## src/sv/psws_pkg.sv

```systemverilog
// Shared constants and helpers for the packet size window statistics block.
// Used by psws_div and packet_size_window_stats; no dependencies.
`timescale 1ns / 1ps

package psws_pkg;

  localparam int WINDOW_DEF  = 1000;
  localparam int SIZE_W      = 16;
  localparam int MTU_W       = 16;
  localparam int QUOT_W      = 16;
  localparam int COUNT_OUT_W = 10;
  localparam int CFG_IDX_W   = 2;

  // register indexes
  localparam logic [CFG_IDX_W-1:0] REG_CURRENT_MTU = 2'd0;
  localparam logic [CFG_IDX_W-1:0] REG_MIN_MTU     = 2'd1;
  localparam logic [CFG_IDX_W-1:0] REG_MAX_MTU     = 2'd2;

  localparam logic [MTU_W-1:0] CURRENT_MTU_RST = 16'd1500;
  localparam logic [MTU_W-1:0] MIN_MTU_RST     = 16'd576;
  localparam logic [MTU_W-1:0] MAX_MTU_RST     = 16'd65535;

  localparam logic [MTU_W-1:0] MTU_CLASS_0 = 16'd576;
  localparam logic [MTU_W-1:0] MTU_CLASS_1 = 16'd1280;
  localparam logic [MTU_W-1:0] MTU_CLASS_2 = 16'd1500;
  localparam logic [MTU_W-1:0] MTU_CLASS_3 = 16'd9000;

  localparam logic [MTU_W-1:0] GW_OVERHEAD = 16'd28;
  localparam logic [MTU_W-1:0] GW_FLOOR    = 16'd548;
  localparam logic [MTU_W-1:0] GW_MIN_MTU  = 16'd576;

  function automatic logic [MTU_W-1:0] round_to_class(input logic [SIZE_W-1:0] m,
                                                      input logic [MTU_W-1:0] max_mtu);
    logic [MTU_W-1:0] r;
    if (m <= MTU_CLASS_0)      r = MTU_CLASS_0;
    else if (m <= MTU_CLASS_1) r = MTU_CLASS_1;
    else if (m <= MTU_CLASS_2) r = MTU_CLASS_2;
    else if (m <= MTU_CLASS_3) r = MTU_CLASS_3;
    else                       r = max_mtu;
    return r;
  endfunction

endpackage

```

## src/sv/psws_div.sv

```systemverilog
// Iterative restoring divider, one quotient bit per cycle, 16-bit quotient.
// Depends on psws_pkg. The caller guarantees the quotient fits in QUOT_W bits.
`timescale 1ns / 1ps

module psws_div #(
  parameter int CNT_W = 10
) (
  input  logic                                 clk,
  input  logic                                 rst,
  input  logic                                 start,
  input  logic [psws_pkg::SIZE_W+CNT_W-1:0]    dividend,
  input  logic [CNT_W-1:0]                     divisor,
  output logic                                 busy,
  output logic [psws_pkg::QUOT_W-1:0]          quotient
);

  localparam int W      = psws_pkg::SIZE_W + CNT_W;
  localparam int STEP_W = $clog2(psws_pkg::QUOT_W + 1);

  logic [W-1:0]      rem;
  logic [W-1:0]      dshift;
  logic [STEP_W-1:0] steps;
  logic              fits;

  assign fits = rem >= dshift;

  always_ff @(posedge clk) begin
    if (rst) begin
      busy  <= 1'b0;
      steps <= '0;
    end else if (start) begin
      busy  <= 1'b1;
      steps <= STEP_W'(psws_pkg::QUOT_W);
    end else if (busy) begin
      steps <= steps - 1'b1;
      if (steps == STEP_W'(1)) begin
        busy <= 1'b0;
      end
    end
  end

  always_ff @(posedge clk) begin
    if (start) begin
      rem      <= dividend;
      dshift   <= W'(divisor) << (psws_pkg::QUOT_W - 1);
      quotient <= '0;
    end else if (busy) begin
      if (fits) begin
        rem <= rem - dshift;
      end
      quotient <= {quotient[psws_pkg::QUOT_W-2:0], fits};
      dshift   <= dshift >> 1;
    end
  end

endmodule

```

## config.mk

```make
export PLATFORM = sky130hd
export DESIGN_NAME = psws_div
export DESIGN_NICKNAME = d
export VERILOG_FILES = /design/src/sv/psws_pkg.sv /design/src/sv/psws_div.sv
export SDC_FILE = /design/constraint.sdc
export NUM_CORES = 1
export LEC_CHECK = 0
export BUFFER_PORTS_ARGS = -buffer_cell sky130_fd_sc_hd__buf_4
export CAP_MARGIN = 20
export CORE_MARGIN = 1.5
export CORE_UTILIZATION = 48
export DETAILED_ROUTE_END_ITERATION = 8
export PLACE_DENSITY_LB_ADDON = 0.15
export SLEW_MARGIN = 20
export SYNTH_ARGS = -nofsm -noshare
export SYNTH_HDL_FRONTEND = slang
export SYNTH_SLANG_ARGS = --single-unit
export TNS_END_PERCENT = 50
```

## constraint.sdc

```tcl
create_clock -name clk -period 3 [get_ports clk]
set_input_delay 0.45 -clock clk [delete_from_list [all_inputs] [get_ports clk]]
set_output_delay 0.45 -clock clk [all_outputs]
set_load 0.005 [all_outputs]
```

Yosys cells after proc, flatten, opt, wreduce, memory -nomap -nowiden
Index checks and enable logic that the tools add are counted.
- input bits: 39
- output and inout port bits: 17
- register bits: 73
- word-level logic and storage cells: 25
- add/subtract/negate cells: 2
- mux-type cells: 10
- equality and inequality tests: 1
- reductions and logical operators: 4
- $lt $le $gt $ge: 1
- operators with widths (cell ; number):
    $mux 26 ; 3
    $mux 25 ; 2
    $ge 26x25->1 ; 1
    $sub 26x25->26 ; 1
    $mux 5 ; 2
    $eq 5x1->1 const B ; 1
    $sub 5x1->5 const B ; 1
    $reduce_bool 2->1 ; 2
    $mux 1 ; 3
    $reduce_and 2->1 ; 1
    $reduce_or 2->1 ; 1

Depth between registers and ports, before layout
- word-level depth: 4
- depth in mapped cells: 10
- mapped depth without buffers: 10

Worst setup path after synthesis
No wires, ideal clock.
- kind: flip-flop to flip-flop
- start: register rem[0]
- end: register rem[0] (enable)
- setup time: 0.388 ns
- period minus slack after synthesis: 3.106 ns
- setup slack: -0.106 ns
- arrival: 2.718 ns
- cell stages (with the launch flop): 11
- required time: 2.612 ns
- path buffers: 0
- path through: edfxtp_1 -> inv_1 -> ha_1 -> fa_1 -> nand2b_1 -> a21oi_1 -> o21ai_2 -> o211ai_4 -> nor2_1 -> o21ai_1 -> a311o_1
- cells in the longest elaborated chain, start to end: 3
- ends and longest elaborated chain (what ; RTL line ; text):
    start: declaration ; psws_div.sv:20 ; logic [W-1:0] rem;
    start signal: assignment ; psws_div.sv:44 ; rem <= dividend;
    start signal: assignment ; psws_div.sv:49 ; rem <= rem - dshift;
    $ge 26x25->1 ; psws_div.sv:25 ; assign fits = rem >= dshift;
    $reduce_bool 2->1 (no line) ; n/a ;
    $reduce_and 2->1 (no line) ; n/a ;
No other way between the ends.
A chain may end at the register's enable or synchronous reset.

Worst setup path after layout
- start: register rem[0]
- end: register rem[4] (enable)
The elaborated chain is that of the path after synthesis.

==> summary by stage <==
Status
The run finished with clean final reports.

Placed design
The congestion estimate from routability-driven global placement came to 0.862. The detailed placer's ending HPWL is 6.79 mm. The placement-stage worst setup slack is 0.178 ns. The number of buffers added on ports is 55. Once placement completed, the tool counted placed cells totaling 638.

Logic synthesis
After synthesis, the netlist uses 67 different library cells. The proportion of synthesized flip-flops having asynchronous set or reset is 0%. The proportion of synthesized chip area in sequential cells is 40.7%.

The register bit total from synthesis is 73. The area share of the leading cell type in the synthesized netlist is 24.1%. The post-synthesis instance area is 4480 um2. In this run the mean area of a mapped cell was 9.16 um2. For this run, the leading register cell type out of synthesis is sky130_fd_sc_hd__dfxtp_1.

The Yosys warning count is 0. The number of flops mapped to enable cells by yosys is 36. The cell type with the largest total area after synthesis is sky130_fd_sc_hd__edfxtp_1. The number of cells produced by synthesis is 489. When the netlist entered floorplanning its net count stood at 556. In the post-synthesis netlist, the biggest area contributors are sky130_fd_sc_hd__edfxtp_1 24%, sky130_fd_sc_hd__dfxtp_1 17%, sky130_fd_sc_hd__ha_1 7.5%.

Die
The die covers 9920 um2. The placement row count is 35. The chip height is 99.6 um. Pin placement for this block handled 56 I/O pins.

The floorplan step set the die width to 99.6 um. The floorplan step defined a core boundary enclosing 9150 um2. Once the floorplan was initialized, standard cells occupied 48.9% of the core.

Finish
Relative to the synthesized area, the layout overhead comes to 15.5%. The layout has 853 filler cells. The filler-free cell count of the finished design is 654.

The number of diodes added for antenna fixing is 0. Cells with a size suffix above 1 make up 19.0% of the layout. The net total in the final layout is 605.

Power
Net switching is 36.7% of the power. Power spread over the standard cell area amounts to 672 nW/um2. The cell leakage power is 0.00210 uW. The share of power burned in the clock network is 22.9%. Summed over all nets, the switching power comes to 1280 uW. The internal power component is 2200 uW. The part of the power in combinational logic is 40.3%. The worst-case vdd ir drop is 0.000293 V. The share of total power dissipated in sequential elements is 36.8%.

Detailed routing
For this run, the detailed router's first-pass iteration total came to 4. The final antenna-violating net count is 0. The number of vias per cell is 5.41.

The average wire length per cell after detail routing is 14.1 um. Across all layers, the routed design uses 3536 vias. After detailed routing, the total wire length is 9.25 mm. The violation count after the first detailed-routing iteration is 112. After detailed routing, the number of remaining DRC violations is 0.

Timing
Derived from the worst setup path, the maximum achievable clock frequency is 354 MHz. The max-slew violation total from the final report is 0. The count of endpoints failing hold in the final timing report is 0.

Setup total negative slack on the finished layout was measured at 0 ns. Setup violations remaining at the end of the flow were counted as 0. Setup repair after global routing left no endpoint under its margin. The setup skew after layout is 0.0137 ns. Headroom to the max-slew limit came out at 59.8%. The final critical path takes up 94.2% of the cycle.

At the pin with the least slew margin, the transition time is 0.602 ns. The post-route worst setup slack is 0.173 ns. The smallest clock period supported by the final layout is computed as 2.83 ns.

Clock network
The count of hold buffers inserted by post-cts repair is 0. TritonCTS built the clock tree. The number of CTS-inserted buffers is 9. In this run the deepest clock path goes through 2 buffers. The clock sink total is 73.

The clock latency of the later-clocked register in the worst-skew pair is 0.35 ns. The tree is rooted in a sky130_fd_sc_hd__clkbuf_8. The clock slew seen by the registers of the worst setup and hold paths is 0.09 ns. The count of buffers added by post-CTS timing repair for setup is 0. The post-cts resize count is 0.

The H-tree was split into 3 levels.

Critical path
The slack of the worst reg-to-reg path is 0.17 ns. In this run the critical register-to-register path is captured at rem[4]. In this run the critical register-to-register path is launched from rem[0]. The required time of the critical path is 3.05 ns.

Along the worst path, the maximum fanout reaches 18. The critical path in this run is classified as reg2reg. The kind of start point of the critical path is a flip-flop. The endpoint kind of the worst setup timing path is a flip-flop. Tracing the worst setup path back leads to its startpoint at rem[0].

STA puts the critical path data arrival time at 2.87 ns. For the worst flop-to-flop path, the logic depth is 11.

Job
Across the run, the number of max-cap violations was 0.

Hold path
The start point of the worst hold path is rst. The end point of the most critical hold path is steps[4]. The cell count of the worst hold path is 2.

The type of the most critical hold path is in2reg.

GRT
The number of antenna violations at the first check in global routing came to 0. The number of global-route vias before repair is 3545. The combined global-route utilization of all metal layers is 19.7%.

The first global-routing pass estimated 15.8 mm of wire. The remaining global-route overflow is 0. Entering global routing, the biggest net connects 64 pins.
[how the worst max path moves through the flow]
stage          slack (ns)       to
4_1_cts              0.17  rem[10]
5_1_grt              0.01   rem[9]
3_3_place_gp         0.26   rem[5]
6_report             0.17   rem[4]
2_1_floorplan        0.23   rem[0]
3_5_place_dp         0.18  rem[10]
[per-layer routing]
layer  vias to the layer above  part of all wire (%)  global-route usage (%)  wire, um
li1                       1832                     -                       -         -
met1                      1642                    48                    25.1      4470
met2                        54                    48                    34.2      4410
met3                         8                   3.2                    3.79       295
met4                         0                  0.89                    5.53        82
met5                         -                     0                       0         0
[kinds of logic after synthesis]
group / after synthesis / synth area share (%)
flops: 73 / 40.7
mux: 32 / 7.18
xor+xnor: 19 / 3.72
buf+inv: 59 / 5.70
compound gates: 115 / 17.8
simple gates: 163 / 16.9
fa+ha+maj: 28 / 7.99
[flip-flops by register name, indices dropped and copies added, names as in the netlist]
name	flops
rem	26
steps	5
busy	1
quotient	16
dshift	25
[critical path, stage by stage (launching register included)]
cell and delay [ns]:
sky130_fd_sc_hd__edfxtp_1 0.32, sky130_fd_sc_hd__inv_1 0.04, sky130_fd_sc_hd__ha_1 0.23, sky130_fd_sc_hd__fa_1 0.42, sky130_fd_sc_hd__nand2b_1 0.18, sky130_fd_sc_hd__a21oi_1 0.22, sky130_fd_sc_hd__o21ai_2 0.16, sky130_fd_sc_hd__o211ai_4 0.26
sky130_fd_sc_hd__nor2_1 0.08, sky130_fd_sc_hd__o21ai_1 0.20, sky130_fd_sc_hd__a311o_2 0.24, sky130_fd_sc_hd__buf_12 0.17
[power by group through the flow]
stage                     Clock, uW  Sequential, uW  Combinational, uW
after floorplan                   0            1280               1120
after global placement            0            1300               1370
after detailed placement          0            1300               1390
after CTS                       812            1280               1400
after global routing            844            1290               1580
final                           795            1280               1400
[per-stage QoR]
stage               power (uW)  area, um2  hold slack, ns  util, %
CTS                       3490       5170           0.289     56.5
floorplan                 2400       4480           0.465        -
global placement          2670       4970           0.487     54.3
global route              3710       5170           0.284     56.5
detailed placement        2690       4970           0.500     54.3
finish                    3480       5170           0.300     56.5
[cells in the final DEF (no fill, tap or decap), drive strengths merged, types with 3 or more instances in the layout]
master  count
a211oi      6
nand2      69
o21ai      44
buf        60
ha         27
nor3b       3
o211ai      8
dfxtp      37
o31ai       4
xnor2       9
clkbuf     12
clkinv      3
nor4b       3
a21oi      30
nor3       10
o21a        4
nor2b       3
edfxtp     36
inv        38
or3         3
nand3      14
mux2i      31
xor2       10
nor2       46
[cell type report]
type / count / area, um2 / area share, %
flip-flops and latches: 73 / 1820 / 35.2
well taps: 111 / 139 / 2.69
repair buffers: 60 / 463 / 8.95
inverters: 37 / 139 / 2.69
clock buffers: 12 / 178 / 3.43
clock inverters: 4 / 28.8 / 0.556
multi-input cells: 357 / 2400 / 46.4
[cell usage after synthesis, types with 3 or more instances]
cell type,n
sky130_fd_sc_hd__o21ai_1,10
sky130_fd_sc_hd__o21ai_2,3
sky130_fd_sc_hd__edfxtp_1,36
sky130_fd_sc_hd__buf_1,6
sky130_fd_sc_hd__ha_1,27
sky130_fd_sc_hd__o211ai_1,6
sky130_fd_sc_hd__nand2_1,68
sky130_fd_sc_hd__nor3b_1,3
sky130_fd_sc_hd__o21a_1,4
sky130_fd_sc_hd__xor2_1,10
sky130_fd_sc_hd__mux2i_1,31
sky130_fd_sc_hd__nor3_1,10
sky130_fd_sc_hd__o31ai_2,3
sky130_fd_sc_hd__dfxtp_1,37
sky130_fd_sc_hd__a211oi_1,4
sky130_fd_sc_hd__xnor2_1,9
sky130_fd_sc_hd__nor2_1,44
sky130_fd_sc_hd__inv_1,36
sky130_fd_sc_hd__clkbuf_1,7
sky130_fd_sc_hd__nor4b_1,3
sky130_fd_sc_hd__o21ai_0,31
sky130_fd_sc_hd__a21oi_1,29
sky130_fd_sc_hd__nand3_1,12
sky130_fd_sc_hd__buf_2,5
Power figures use the tool's default switching activity.
